**config.mk**
```make
export PLATFORM = sky130hd
export DESIGN_NAME = sm83_instruction_decoder_core
export DESIGN_NICKNAME = d
export VERILOG_FILES = /design/src/rtl/sm83_dec_pkg.sv /design/src/rtl/sm83_dec_in_reg.sv /design/src/rtl/sm83_dec_logic.sv /design/src/rtl/sm83_dec_out_reg.sv /design/src/rtl/sm83_instruction_decoder_core.sv
export SDC_FILE = /design/constraint.sdc
export NUM_CORES = 1
export LEC_CHECK = 0
export BUFFER_PORTS_ARGS = -buffer_cell sky130_fd_sc_hd__buf_2
export CORE_MARGIN = 3
export CORE_UTILIZATION = 52
export DETAILED_ROUTE_END_ITERATION = 10
export PLACE_DENSITY = 0.81
export SLEW_MARGIN = 25
export SYNTH_ARGS = -nofsm -noshare
export SYNTH_HDL_FRONTEND = slang
export SYNTH_SLANG_ARGS = --single-unit
```
**constraint.sdc**
```tcl
create_clock -name clk -period 5.4 [get_ports clk]
set_input_delay 0.54 -clock clk [delete_from_list [all_inputs] [get_ports clk]]
set_output_delay 0.54 -clock clk [all_outputs]
set_load 0.01 [all_outputs]
```
**src/rtl/sm83_dec_pkg.sv**
```systemverilog
// sm83_dec_pkg: shared types and codes for the sm83 instruction decoder
// holds the input and result word layouts, mnemonic, operand and condition codes
// no dependencies
`timescale 1ns / 1ps
`default_nettype none

package sm83_dec_pkg;

    localparam logic [7:0] PREFIX_CB  = 8'hCB;
    localparam logic [7:0] OPC_HALT   = 8'h76;

    // mnemonic codes
    localparam logic [5:0] MN_NOP  = 6'd0;
    localparam logic [5:0] MN_LD   = 6'd1;
    localparam logic [5:0] MN_STOP = 6'd2;
    localparam logic [5:0] MN_JR   = 6'd3;
    localparam logic [5:0] MN_ADD  = 6'd4;
    localparam logic [5:0] MN_LDI  = 6'd5;
    localparam logic [5:0] MN_LDD  = 6'd6;
    localparam logic [5:0] MN_INC  = 6'd7;
    localparam logic [5:0] MN_DEC  = 6'd8;
    localparam logic [5:0] MN_RLCA = 6'd9;
    localparam logic [5:0] MN_HALT = 6'd17;
    localparam logic [5:0] MN_ADC  = 6'd18;
    localparam logic [5:0] MN_SUB  = 6'd19;
    localparam logic [5:0] MN_SBC  = 6'd20;
    localparam logic [5:0] MN_AND  = 6'd21;
    localparam logic [5:0] MN_XOR  = 6'd22;
    localparam logic [5:0] MN_OR   = 6'd23;
    localparam logic [5:0] MN_CP   = 6'd24;
    localparam logic [5:0] MN_RET  = 6'd25;
    localparam logic [5:0] MN_LDHL = 6'd26;
    localparam logic [5:0] MN_POP  = 6'd27;
    localparam logic [5:0] MN_RETI = 6'd28;
    localparam logic [5:0] MN_JP   = 6'd29;
    localparam logic [5:0] MN_DI   = 6'd30;
    localparam logic [5:0] MN_EI   = 6'd31;
    localparam logic [5:0] MN_CALL = 6'd32;
    localparam logic [5:0] MN_PUSH = 6'd33;
    localparam logic [5:0] MN_RST  = 6'd34;
    localparam logic [5:0] MN_RLC  = 6'd35;
    localparam logic [5:0] MN_SRL  = 6'd42;

    // operand codes
    localparam logic [4:0] OP_NONE  = 5'd0;
    localparam logic [4:0] OP_B     = 5'd1;
    localparam logic [4:0] OP_MHL   = 5'd7;
    localparam logic [4:0] OP_A     = 5'd8;
    localparam logic [4:0] OP_BC    = 5'd9;
    localparam logic [4:0] OP_HL    = 5'd11;
    localparam logic [4:0] OP_SP    = 5'd12;
    localparam logic [4:0] OP_AF    = 5'd13;
    localparam logic [4:0] OP_N     = 5'd14;
    localparam logic [4:0] OP_NN    = 5'd15;
    localparam logic [4:0] OP_MNN   = 5'd16;
    localparam logic [4:0] OP_MBC   = 5'd17;
    localparam logic [4:0] OP_MDE   = 5'd18;
    localparam logic [4:0] OP_HIGHN = 5'd19;
    localparam logic [4:0] OP_HIGHC = 5'd20;
    localparam logic [4:0] OP_REL   = 5'd21;

    localparam logic [2:0] COND_ALWAYS = 3'd4;

    typedef struct packed {
        logic [15:0] instr_pc;
        logic [7:0]  first_byte;
        logic [7:0]  second_byte;
        logic [7:0]  third_byte;
    } in_word_t;

    typedef struct packed {
        logic [5:0]  mnemonic;
        logic [4:0]  first_operand;
        logic [4:0]  second_operand;
        logic [2:0]  condition;
        logic [2:0]  bit_or_vector;
        logic [15:0] immediate;
        logic [1:0]  length;
        logic [15:0] branch_target;
        logic        prefixed;
        logic        illegal;
    } result_t;

endpackage

`default_nettype wire

```
**src/rtl/sm83_dec_in_reg.sv**
```systemverilog
// sm83_dec_in_reg: input register stage of the sm83 decoder
// captures one instruction word and holds it until the result stage takes it
// depends on sm83_dec_pkg
`timescale 1ns / 1ps
`default_nettype none

module sm83_dec_in_reg
    import sm83_dec_pkg::*;
(
    input  wire logic     clk,
    input  wire logic     rst_n,
    input  wire logic     in_valid,
    output logic          in_stall,
    input  wire in_word_t in_word,
    input  wire logic     down_ready,
    output logic          word_valid,
    output in_word_t      word
);

    logic     valid_reg;
    logic     valid_next;
    in_word_t word_reg;
    logic     take;

    assign in_stall = valid_reg && !down_ready;
    assign take     = in_valid && !in_stall;

    always_comb
    begin
        valid_next = valid_reg;
        if (take)
        begin
            valid_next = 1'b1;
        end
        else if (down_ready)
        begin
            valid_next = 1'b0;
        end
    end

    always_ff @(posedge clk or negedge rst_n)
    begin
        if (!rst_n)
        begin
            valid_reg <= 1'b0;
        end
        else
        begin
            valid_reg <= valid_next;
        end
    end

    always_ff @(posedge clk)
    begin
        if (take)
        begin
            word_reg <= in_word;
        end
    end

    assign word_valid = valid_reg;
    assign word       = word_reg;

endmodule

`default_nettype wire

```
**src/rtl/sm83_dec_logic.sv**
```systemverilog
// sm83_dec_logic: combinational decode of one instruction word
// splits the opcode into x/y/z/p/q fields, handles the cb page and jr target
// depends on sm83_dec_pkg
`timescale 1ns / 1ps
`default_nettype none

module sm83_dec_logic
    import sm83_dec_pkg::*;
(
    input  wire in_word_t word,
    output result_t       res
);

    logic [7:0]  op;
    logic [7:0]  b1;
    logic [1:0]  x;
    logic [2:0]  y;
    logic [2:0]  z;
    logic [1:0]  p;
    logic        q;
    logic [1:0]  cx;
    logic [2:0]  cy;
    logic [2:0]  cz;
    logic [15:0] imm8;
    logic [15:0] imm16;
    logic [15:0] jr_target;
    logic [4:0]  rp;
    logic [4:0]  rp2;
    logic [4:0]  mem_op;
    logic [5:0]  ld_mn;

    function automatic logic [5:0] alu_code(input logic [2:0] sel);
        logic [5:0] code;
        unique case (sel)
            3'd0:    code = MN_ADD;
            3'd1:    code = MN_ADC;
            3'd2:    code = MN_SUB;
            3'd3:    code = MN_SBC;
            3'd4:    code = MN_AND;
            3'd5:    code = MN_XOR;
            3'd6:    code = MN_OR;
            default: code = MN_CP;
        endcase
        return code;
    endfunction

    // add, adc and sbc name the accumulator first
    function automatic logic alu_acc(input logic [2:0] sel);
        return (sel == 3'd0) || (sel == 3'd1) || (sel == 3'd3);
    endfunction

    assign op    = word.first_byte;
    assign b1    = word.second_byte;
    assign x     = op[7:6];
    assign y     = op[5:3];
    assign z     = op[2:0];
    assign p     = op[5:4];
    assign q     = op[3];
    assign cx    = b1[7:6];
    assign cy    = b1[5:3];
    assign cz    = b1[2:0];
    assign imm8  = {8'h00, b1};
    assign imm16 = {word.third_byte, b1};
    assign rp    = OP_BC + 5'(p);
    assign rp2   = (p == 2'd3) ? OP_AF : rp;

    assign jr_target = word.instr_pc + 16'd2 + {{8{b1[7]}}, b1};

    always_comb
    begin
        unique case (p)
            2'd0:    begin mem_op = OP_MBC; ld_mn = MN_LD;  end
            2'd1:    begin mem_op = OP_MDE; ld_mn = MN_LD;  end
            2'd2:    begin mem_op = OP_MHL; ld_mn = MN_LDI; end
            default: begin mem_op = OP_MHL; ld_mn = MN_LDD; end
        endcase
    end

    always_comb
    begin
        res           = '0;
        res.condition = COND_ALWAYS;
        res.length    = 2'd1;
        if (op == PREFIX_CB)
        begin
            res.prefixed      = 1'b1;
            res.length        = 2'd2;
            res.first_operand = OP_B + 5'(cz);
            if (cx == 2'd0)
            begin
                res.mnemonic = MN_RLC + 6'(cy);
            end
            else
            begin
                res.mnemonic      = MN_SRL + 6'(cx);
                res.bit_or_vector = cy;
            end
        end
        else
        begin
            unique case (x)
                2'd1:
                begin
                    if (op == OPC_HALT)
                    begin
                        res.mnemonic = MN_HALT;
                    end
                    else
                    begin
                        res.mnemonic       = MN_LD;
                        res.first_operand  = OP_B + 5'(y);
                        res.second_operand = OP_B + 5'(z);
                    end
                end
                2'd2:
                begin
                    res.mnemonic = alu_code(y);
                    if (alu_acc(y))
                    begin
                        res.first_operand  = OP_A;
                        res.second_operand = OP_B + 5'(z);
                    end
                    else
                    begin
                        res.first_operand = OP_B + 5'(z);
                    end
                end
                2'd0:
                begin
                    unique case (z)
                        3'd0:
                        begin
                            priority case (y)
                                3'd0: res.mnemonic = MN_NOP;
                                3'd1:
                                begin
                                    res.mnemonic       = MN_LD;
                                    res.first_operand  = OP_MNN;
                                    res.second_operand = OP_SP;
                                    res.length         = 2'd3;
                                    res.immediate      = imm16;
                                end
                                3'd2:
                                begin
                                    res.mnemonic = MN_STOP;
                                    res.length   = 2'd2;
                                end
                                default:
                                begin
                                    res.mnemonic      = MN_JR;
                                    res.first_operand = OP_REL;
                                    res.length        = 2'd2;
                                    res.branch_target = jr_target;
                                    if (y[2])
                                    begin
                                        res.condition = {1'b0, y[1:0]};
                                    end
                                end
                            endcase
                        end
                        3'd1:
                        begin
                            if (!q)
                            begin
                                res.mnemonic       = MN_LD;
                                res.first_operand  = rp;
                                res.second_operand = OP_NN;
                                res.length         = 2'd3;
                                res.immediate      = imm16;
                            end
                            else
                            begin
                                res.mnemonic       = MN_ADD;
                                res.first_operand  = OP_HL;
                                res.second_operand = rp;
                            end
                        end
                        3'd2:
                        begin
                            res.mnemonic = ld_mn;
                            if (!q)
                            begin
                                res.first_operand  = mem_op;
                                res.second_operand = OP_A;
                            end
                            else
                            begin
                                res.first_operand  = OP_A;
                                res.second_operand = mem_op;
                            end
                        end
                        3'd3:
                        begin
                            res.mnemonic      = q ? MN_DEC : MN_INC;
                            res.first_operand = rp;
                        end
                        3'd4:
                        begin
                            res.mnemonic      = MN_INC;
                            res.first_operand = OP_B + 5'(y);
                        end
                        3'd5:
                        begin
                            res.mnemonic      = MN_DEC;
                            res.first_operand = OP_B + 5'(y);
                        end
                        3'd6:
                        begin
                            res.mnemonic       = MN_LD;
                            res.first_operand  = OP_B + 5'(y);
                            res.second_operand = OP_N;
                            res.length         = 2'd2;
                            res.immediate      = imm8;
                        end
                        default:
                        begin
                            res.mnemonic = MN_RLCA + 6'(y);
                        end
                    endcase
                end
                default:
                begin
                    unique case (z)
                        3'd0:
                        begin
                            if (!y[2])
                            begin
                                res.mnemonic  = MN_RET;
                                res.condition = {1'b0, y[1:0]};
                            end
                            else
                            begin
                                res.length    = 2'd2;
                                res.immediate = imm8;
                                unique case (y[1:0])
                                    2'd0:
                                    begin
                                        res.mnemonic       = MN_LD;
                                        res.first_operand  = OP_HIGHN;
                                        res.second_operand = OP_A;
                                    end
                                    2'd1:
                                    begin
                                        res.mnemonic       = MN_ADD;
                                        res.first_operand  = OP_SP;
                                        res.second_operand = OP_N;
                                    end
                                    2'd2:
                                    begin
                                        res.mnemonic       = MN_LD;
                                        res.first_operand  = OP_A;
                                        res.second_operand = OP_HIGHN;
                                    end
                                    default:
                                    begin
                                        res.mnemonic       = MN_LDHL;
                                        res.first_operand  = OP_SP;
                                        res.second_operand = OP_N;
                                    end
                                endcase
                            end
                        end
                        3'd1:
                        begin
                            if (!q)
                            begin
                                res.mnemonic      = MN_POP;
                                res.first_operand = rp2;
                            end
                            else
                            begin
                                unique case (p)
                                    2'd0: res.mnemonic = MN_RET;
                                    2'd1: res.mnemonic = MN_RETI;
                                    2'd2:
                                    begin
                                        res.mnemonic      = MN_JP;
                                        res.first_operand = OP_HL;
                                    end
                                    default:
                                    begin
                                        res.mnemonic       = MN_LD;
                                        res.first_operand  = OP_SP;
                                        res.second_operand = OP_HL;
                                    end
                                endcase
                            end
                        end
                        3'd2:
                        begin
                            if (!y[2])
                            begin
                                res.mnemonic      = MN_JP;
                                res.first_operand = OP_NN;
                                res.condition     = {1'b0, y[1:0]};
                                res.length        = 2'd3;
                                res.immediate     = imm16;
                            end
                            else
                            begin
                                res.mnemonic = MN_LD;
                                unique case (y[1:0])
                                    2'd0:
                                    begin
                                        res.first_operand  = OP_HIGHC;
                                        res.second_operand = OP_A;
                                    end
                                    2'd1:
                                    begin
                                        res.first_operand  = OP_MNN;
                                        res.second_operand = OP_A;
                                        res.length         = 2'd3;
                                        res.immediate      = imm16;
                                    end
                                    2'd2:
                                    begin
                                        res.first_operand  = OP_A;
                                        res.second_operand = OP_HIGHC;
                                    end
                                    default:
                                    begin
                                        res.first_operand  = OP_A;
                                        res.second_operand = OP_MNN;
                                        res.length         = 2'd3;
                                        res.immediate      = imm16;
                                    end
                                endcase
                            end
                        end
                        3'd3:
                        begin
                            priority case (y)
                                3'd0:
                                begin
                                    res.mnemonic      = MN_JP;
                                    res.first_operand = OP_NN;
                                    res.length        = 2'd3;
                                    res.immediate     = imm16;
                                end
                                3'd6:    res.mnemonic = MN_DI;
                                3'd7:    res.mnemonic = MN_EI;
                                default: res.illegal  = 1'b1;
                            endcase
                        end
                        3'd4:
                        begin
                            if (!y[2])
                            begin
                                res.mnemonic      = MN_CALL;
                                res.first_operand = OP_NN;
                                res.condition     = {1'b0, y[1:0]};
                                res.length        = 2'd3;
                                res.immediate     = imm16;
                            end
                            else
                            begin
                                res.illegal = 1'b1;
                            end
                        end
                        3'd5:
                        begin
                            if (!q)
                            begin
                                res.mnemonic      = MN_PUSH;
                                res.first_operand = rp2;
                            end
                            else if (p == 2'd0)
                            begin
                                res.mnemonic      = MN_CALL;
                                res.first_operand = OP_NN;
                                res.length        = 2'd3;
                                res.immediate     = imm16;
                            end
                            else
                            begin
                                res.illegal = 1'b1;
                            end
                        end
                        3'd6:
                        begin
                            res.mnemonic  = alu_code(y);
                            res.length    = 2'd2;
                            res.immediate = imm8;
                            if (alu_acc(y))
                            begin
                                res.first_operand  = OP_A;
                                res.second_operand = OP_N;
                            end
                            else
                            begin
                                res.first_operand = OP_N;
                            end
                        end
                        default:
                        begin
                            res.mnemonic      = MN_RST;
                            res.bit_or_vector = y;
                        end
                    endcase
                end
            endcase
        end
    end

endmodule

`default_nettype wire

```
**src/rtl/sm83_dec_out_reg.sv**
```systemverilog
// sm83_dec_out_reg: result register stage of the sm83 decoder
// holds one decoded word until the consumer takes it
// depends on sm83_dec_pkg
`timescale 1ns / 1ps
`default_nettype none

module sm83_dec_out_reg
    import sm83_dec_pkg::*;
(
    input  wire logic    clk,
    input  wire logic    rst_n,
    input  wire logic    res_valid,
    input  wire result_t res_word,
    output logic         res_ready,
    output logic         out_valid,
    input  wire logic    out_stall,
    output result_t      out_word
);

    logic    valid_reg;
    logic    valid_next;
    result_t word_reg;
    logic    load;

    assign res_ready = !valid_reg || !out_stall;
    assign load      = res_valid && res_ready;

    always_comb
    begin
        valid_next = valid_reg;
        if (load)
        begin
            valid_next = 1'b1;
        end
        else if (!out_stall)
        begin
            valid_next = 1'b0;
        end
    end

    always_ff @(posedge clk or negedge rst_n)
    begin
        if (!rst_n)
        begin
            valid_reg <= 1'b0;
        end
        else
        begin
            valid_reg <= valid_next;
        end
    end

    always_ff @(posedge clk)
    begin
        if (load)
        begin
            word_reg <= res_word;
        end
    end

    assign out_valid = valid_reg;
    assign out_word  = word_reg;

endmodule

`default_nettype wire

```
**src/rtl/sm83_instruction_decoder_core.sv**
```systemverilog
// sm83_instruction_decoder_core: top level of the sm83 instruction decoder
// joins the input register, the decode logic and the result register
// depends on sm83_dec_pkg, sm83_dec_in_reg, sm83_dec_logic, sm83_dec_out_reg
//
// Decodes one instruction word (address plus three fetched bytes) per clock
// while the output is not stalled. An accepted word is held in the input
// register, where the whole decode and the 16-bit relative target add run,
// and its result is then captured in the result register, which drives the
// output until the consumer takes it. Both stages hold a word each, so the
// input keeps taking words while a result waits; the input stalls only when
// both registers are full and the output is stalled.
`timescale 1ns / 1ps
`default_nettype none

module sm83_instruction_decoder_core
    import sm83_dec_pkg::*;
(
    input  wire logic        clk,
    input  wire logic        rst_n,
    input  wire logic        in_valid,
    output logic             in_stall,
    input  wire logic [15:0] instr_pc,
    input  wire logic [7:0]  first_byte,
    input  wire logic [7:0]  second_byte,
    input  wire logic [7:0]  third_byte,
    output logic             out_valid,
    input  wire logic        out_stall,
    output logic [5:0]       mnemonic,
    output logic [4:0]       first_operand,
    output logic [4:0]       second_operand,
    output logic [2:0]       condition,
    output logic [2:0]       bit_or_vector,
    output logic [15:0]      immediate,
    output logic [1:0]       length,
    output logic [15:0]      branch_target,
    output logic             prefixed,
    output logic             illegal
);

    in_word_t in_word;
    in_word_t word;
    logic     word_valid;
    logic     res_ready;
    result_t  res_word;
    result_t  out_word;

    assign in_word.instr_pc    = instr_pc;
    assign in_word.first_byte  = first_byte;
    assign in_word.second_byte = second_byte;
    assign in_word.third_byte  = third_byte;

    sm83_dec_in_reg u_in_reg (
        .clk        (clk),
        .rst_n      (rst_n),
        .in_valid   (in_valid),
        .in_stall   (in_stall),
        .in_word    (in_word),
        .down_ready (res_ready),
        .word_valid (word_valid),
        .word       (word)
    );

    sm83_dec_logic u_logic (
        .word (word),
        .res  (res_word)
    );

    sm83_dec_out_reg u_out_reg (
        .clk       (clk),
        .rst_n     (rst_n),
        .res_valid (word_valid),
        .res_word  (res_word),
        .res_ready (res_ready),
        .out_valid (out_valid),
        .out_stall (out_stall),
        .out_word  (out_word)
    );

    assign mnemonic       = out_word.mnemonic;
    assign first_operand  = out_word.first_operand;
    assign second_operand = out_word.second_operand;
    assign condition      = out_word.condition;
    assign bit_or_vector  = out_word.bit_or_vector;
    assign immediate      = out_word.immediate;
    assign length         = out_word.length;
    assign branch_target  = out_word.branch_target;
    assign prefixed       = out_word.prefixed;
    assign illegal        = out_word.illegal;

    // input only backs up when the result register is full
    a_stall_needs_result: assert property (@(posedge clk) disable iff (!rst_n)
        in_stall |-> out_valid)
        else $error("input stalled with empty result register");

    a_length_nonzero: assert property (@(posedge clk) disable iff (!rst_n)
        out_valid |-> length != 2'd0)
        else $error("zero instruction length");

    a_illegal_fields: assert property (@(posedge clk) disable iff (!rst_n)
        (out_valid && illegal) |-> (mnemonic == MN_NOP && condition == COND_ALWAYS
            && length == 2'd1 && !prefixed))
        else $error("illegal opcode with decoded fields");

    a_target_only_jr: assert property (@(posedge clk) disable iff (!rst_n)
        (out_valid && mnemonic != MN_JR) |-> branch_target == 16'd0)
        else $error("branch target on a non relative instruction");

    a_prefix_length: assert property (@(posedge clk) disable iff (!rst_n)
        (out_valid && prefixed) |-> (length == 2'd2 && !illegal))
        else $error("prefixed word with wrong length");

endmodule

`default_nettype wire

```
==> metrics <==
DP HPWL 14000 um; Setup Fix Bufs, Post-CTS 0; RSZ-0062 raised after global routing false; Setup TNS Final 0 ns; cell mode on critical path inv_1; first-pass GRT wire length 29100 um; clk sinks 100; Final GP Congestion slightly below 1; DIE AREA 13600 sq um; crit path capture type flip-flop; post-DR vias/cell 6.54; root buffer cell clkbuf_16; share of layout cells above drive strength 1 0.204; Worst-path clk slew 0.07 ns; Int Power 1390 uW; GRT overflow 0; overall power a little under 2000 uW; Pre-Repair DR Iteration Count 7; synthesized area per cell 10.7 sq um; hold_buf cts 1; Slew @ Worst Pin 0.998 ns; leakage power around 0.0030 uW; adder-cell share of the synthesized area 0.113; Synth top cells by count 98 x edfxtp_1, 56 x ha_1, 37 x nand2_1; CP Launch Type flip-flop; GRT Overall Usage 0.285; EDFF count, synth 98; minimum clock period 3.12 ns; Cells after Synth roughly 600; post-synthesis sequential area ratio 0.470; largest net degree at the start of global routing 57; top_reg_cell synth edfxtp_1; Slowest cell on crit path a2111oi_0; Slew headroom 0.335; H-tree Lvls 3; CP cell instances inv_1 > ha_1 > inv_1 > ha_1 > inv_1 > fa_1 > nor2b_1 > o31ai_2 > a2111oi_0 > or4b_1 > o21ai_1; Fmax 321 MHz; P_sw around 570 uW; post-cts resize count 0; WL/cell about 23 um; worst setup path category flip-flop to flip-flop; fin crit share 0.578; Worst Path Buf+Inv 3; Yosys cell types ~80; Logic pwr share 0.225; CTS buffer count 9; Area contributors post-synth edfxtp_1 46%, ha_1 11%, a21oi_1 2.7%; largest family of logic cells by synthesized area compound AO/OA/AOI/OAI gates; post-route cell area 7240 sq um; starting density of the core 0.545; Synth Area in Simple Gates 0.155; Vias 5425; Horiz. Die Dim 117 um; CTS tree yes; Syn-to-layout area delta 13.9%; post-synthesis mux area share 0.00629; status finished clean; WP data required between 5 and 6 ns; Fin. Hold Viols 0; initial antenna violation count 0; n_diodes 0; Reg power frac 0.483; Die H between 100 and 150 um; I/O pin count 104; Worst-Skew Late Latency about 0.35 ns; placed cell area 6970 sq um; Synthesis Warnings 0; Final Skew 0.0105 ns; DRT Wirelength 19300 um; Hold WC Path Type input pin to flip-flop; Nets between 700 and 800; crit path DAT 3.22 ns; power per cell area 271 nW/um^2; Max-Cap Viols 0; worst ir drop on vdd 0.303 mV; Clock Tree Buf Depth 2; IO Port Bufs ~100; Initial DRC Count 868; Net Count, Synth 694; Yosys reg bits 100; CP delay by family, top adder cells; Final ANT Viol Nets 0; top-area cell type share of the netlist area 0.463; post-synth top area cell edfxtp_1; Slowest Stage Delay on Critical Path 0.52 ns; Core ar. 11700 sq um; most common cell in the netlist edfxtp_1; Final Max Tran Viols 0; vias in the first global route 5230; mapped cell area approximately 6400 sq um; # rows 39; Largest register FFs 58; CP Max Fanout 4; Synth async-reset ratio 0.0200; XOR/XNOR Fraction of Synth Area 0.00964; Net Sw Frac 0.292; compound-gate portion of the synthesized area 0.207; setup violators final 0; share of total power in the clock network 0.292; drt drc 0
[cell families (layout without fill, tap and decap cells)]
family	count (synthesis)	count (layout)
multiplexers	4	4
buffers and inverters	56	150
XOR/XNOR	7	7
flip-flops	100	100
adder cells (fa/ha/maj)	57	57
AO/OA/AOI/OAI	189	189
AND/OR/NAND/NOR	180	180
[power groups by stage]
| stage | registers (uW) | logic (uW) | clock network (uW) |
|---|---|---|---|
| finish | 948 | 443 | 574 |
| global route | 953 | 479 | 608 |
| CTS | 948 | 433 | 576 |
| detailed placement | 964 | 428 | 0 |
| global placement | 962 | 425 | 0 |
| floorplan | 982 | 265 | 0 |
[routing by layer]
layer  share of wire  up-vias  track usage  routed length, um
met4           0.029        0        0.109                558
met3            0.10       47       0.0725               1980
met2            0.45      339        0.429               8620
met5               0        -            0                  0
li1                -     2440            -                  -
met1            0.42     2599        0.397               8150
[area by class of cell]
| class | instances | area [sq um] |
|---|---|---|
| Clock buffer | 9 | 225 |
| Fill cell | 939 | 4420 |
| Tap cell | 143 | 179 |
| Multi-Input combinational cell | 437 | 3140 |
| Timing Repair Buffer | 112 | 586 |
| Inverter | 23 | 86.3 |
| Clock inverter | 6 | 32.5 |
| Sequential cell | 100 | 2990 |
[stage by stage]
step | cells | util | setup slack, ns | hold slack, ns
after floorplan | 593 | - | 0.0590 | 0.244
after global placement | 814 | 0.598 | 2.37 | 0.324
after detailed placement | 814 | 0.598 | 2.33 | 0.325
after CTS | 830 | 0.621 | 2.28 | 0.352
after global routing | 830 | 0.621 | 2.11 | 0.348
final | 830 | 0.621 | 2.28 | 0.360
[worst register-to-register path, stage by stage (launching register included)]
cell and delay, ns:
edfxtp_1 0.47, inv_1 0.07, ha_1 0.29, inv_1 0.07, ha_1 0.22, inv_1 0.07, fa_1 0.41, nor2b_1 0.33
o31ai_2 0.17, a2111oi_0 0.52, or4b_1 0.20, o21ai_1 0.06
[final timing paths]
kind | start | endpoint | slack, ns | cells past startpoint
setup / recovery | u_in_reg.word[9] | u_out_reg.out_word[17] | 2.28 | 11
hold / removal | second_byte[2] | u_in_reg.word[10] | 0.36 | 1
setup reg to reg | u_in_reg.word[9] | u_out_reg.out_word[17] | 2.28 | 11
hold reg to reg | u_in_reg.word_valid | u_out_reg.out_valid | 0.51 | 1
max in group asynchronous | rst_n | u_in_reg.word_valid | 4.79 | 2
min in group asynchronous | rst_n | u_out_reg.out_valid | 0.51 | 2
[placed cells by master, fill, tap and decap left out, types with 6 or more instances in the layout]
| master | synthesis | final |
|---|---|---|
| o22ai_1 | 9 | 9 |
| nand2b_1 | 13 | 13 |
| inv_1 | 21 | 21 |
| clkbuf_16 | 0 | 9 |
| nor2b_1 | 23 | 23 |
| o211ai_1 | 7 | 7 |
| a211oi_1 | 8 | 8 |
| o21ai_0 | 32 | 32 |
| a21o_1 | 9 | 9 |
| nor3_1 | 14 | 14 |
| nand3_1 | 15 | 15 |
| and2_1 | 24 | 23 |
| o21a_1 | 12 | 12 |
| edfxtp_1 | 98 | 98 |
| a21oi_1 | 34 | 34 |
| buf_4 | 1 | 8 |
| ha_1 | 56 | 56 |
| buf_2 | 17 | 103 |
| nor2_1 | 22 | 22 |
| nand2_1 | 37 | 37 |
| a31oi_1 | 7 | 7 |
| o31ai_1 | 6 | 6 |
Note: power is estimated with default switching activity, not from simulation.
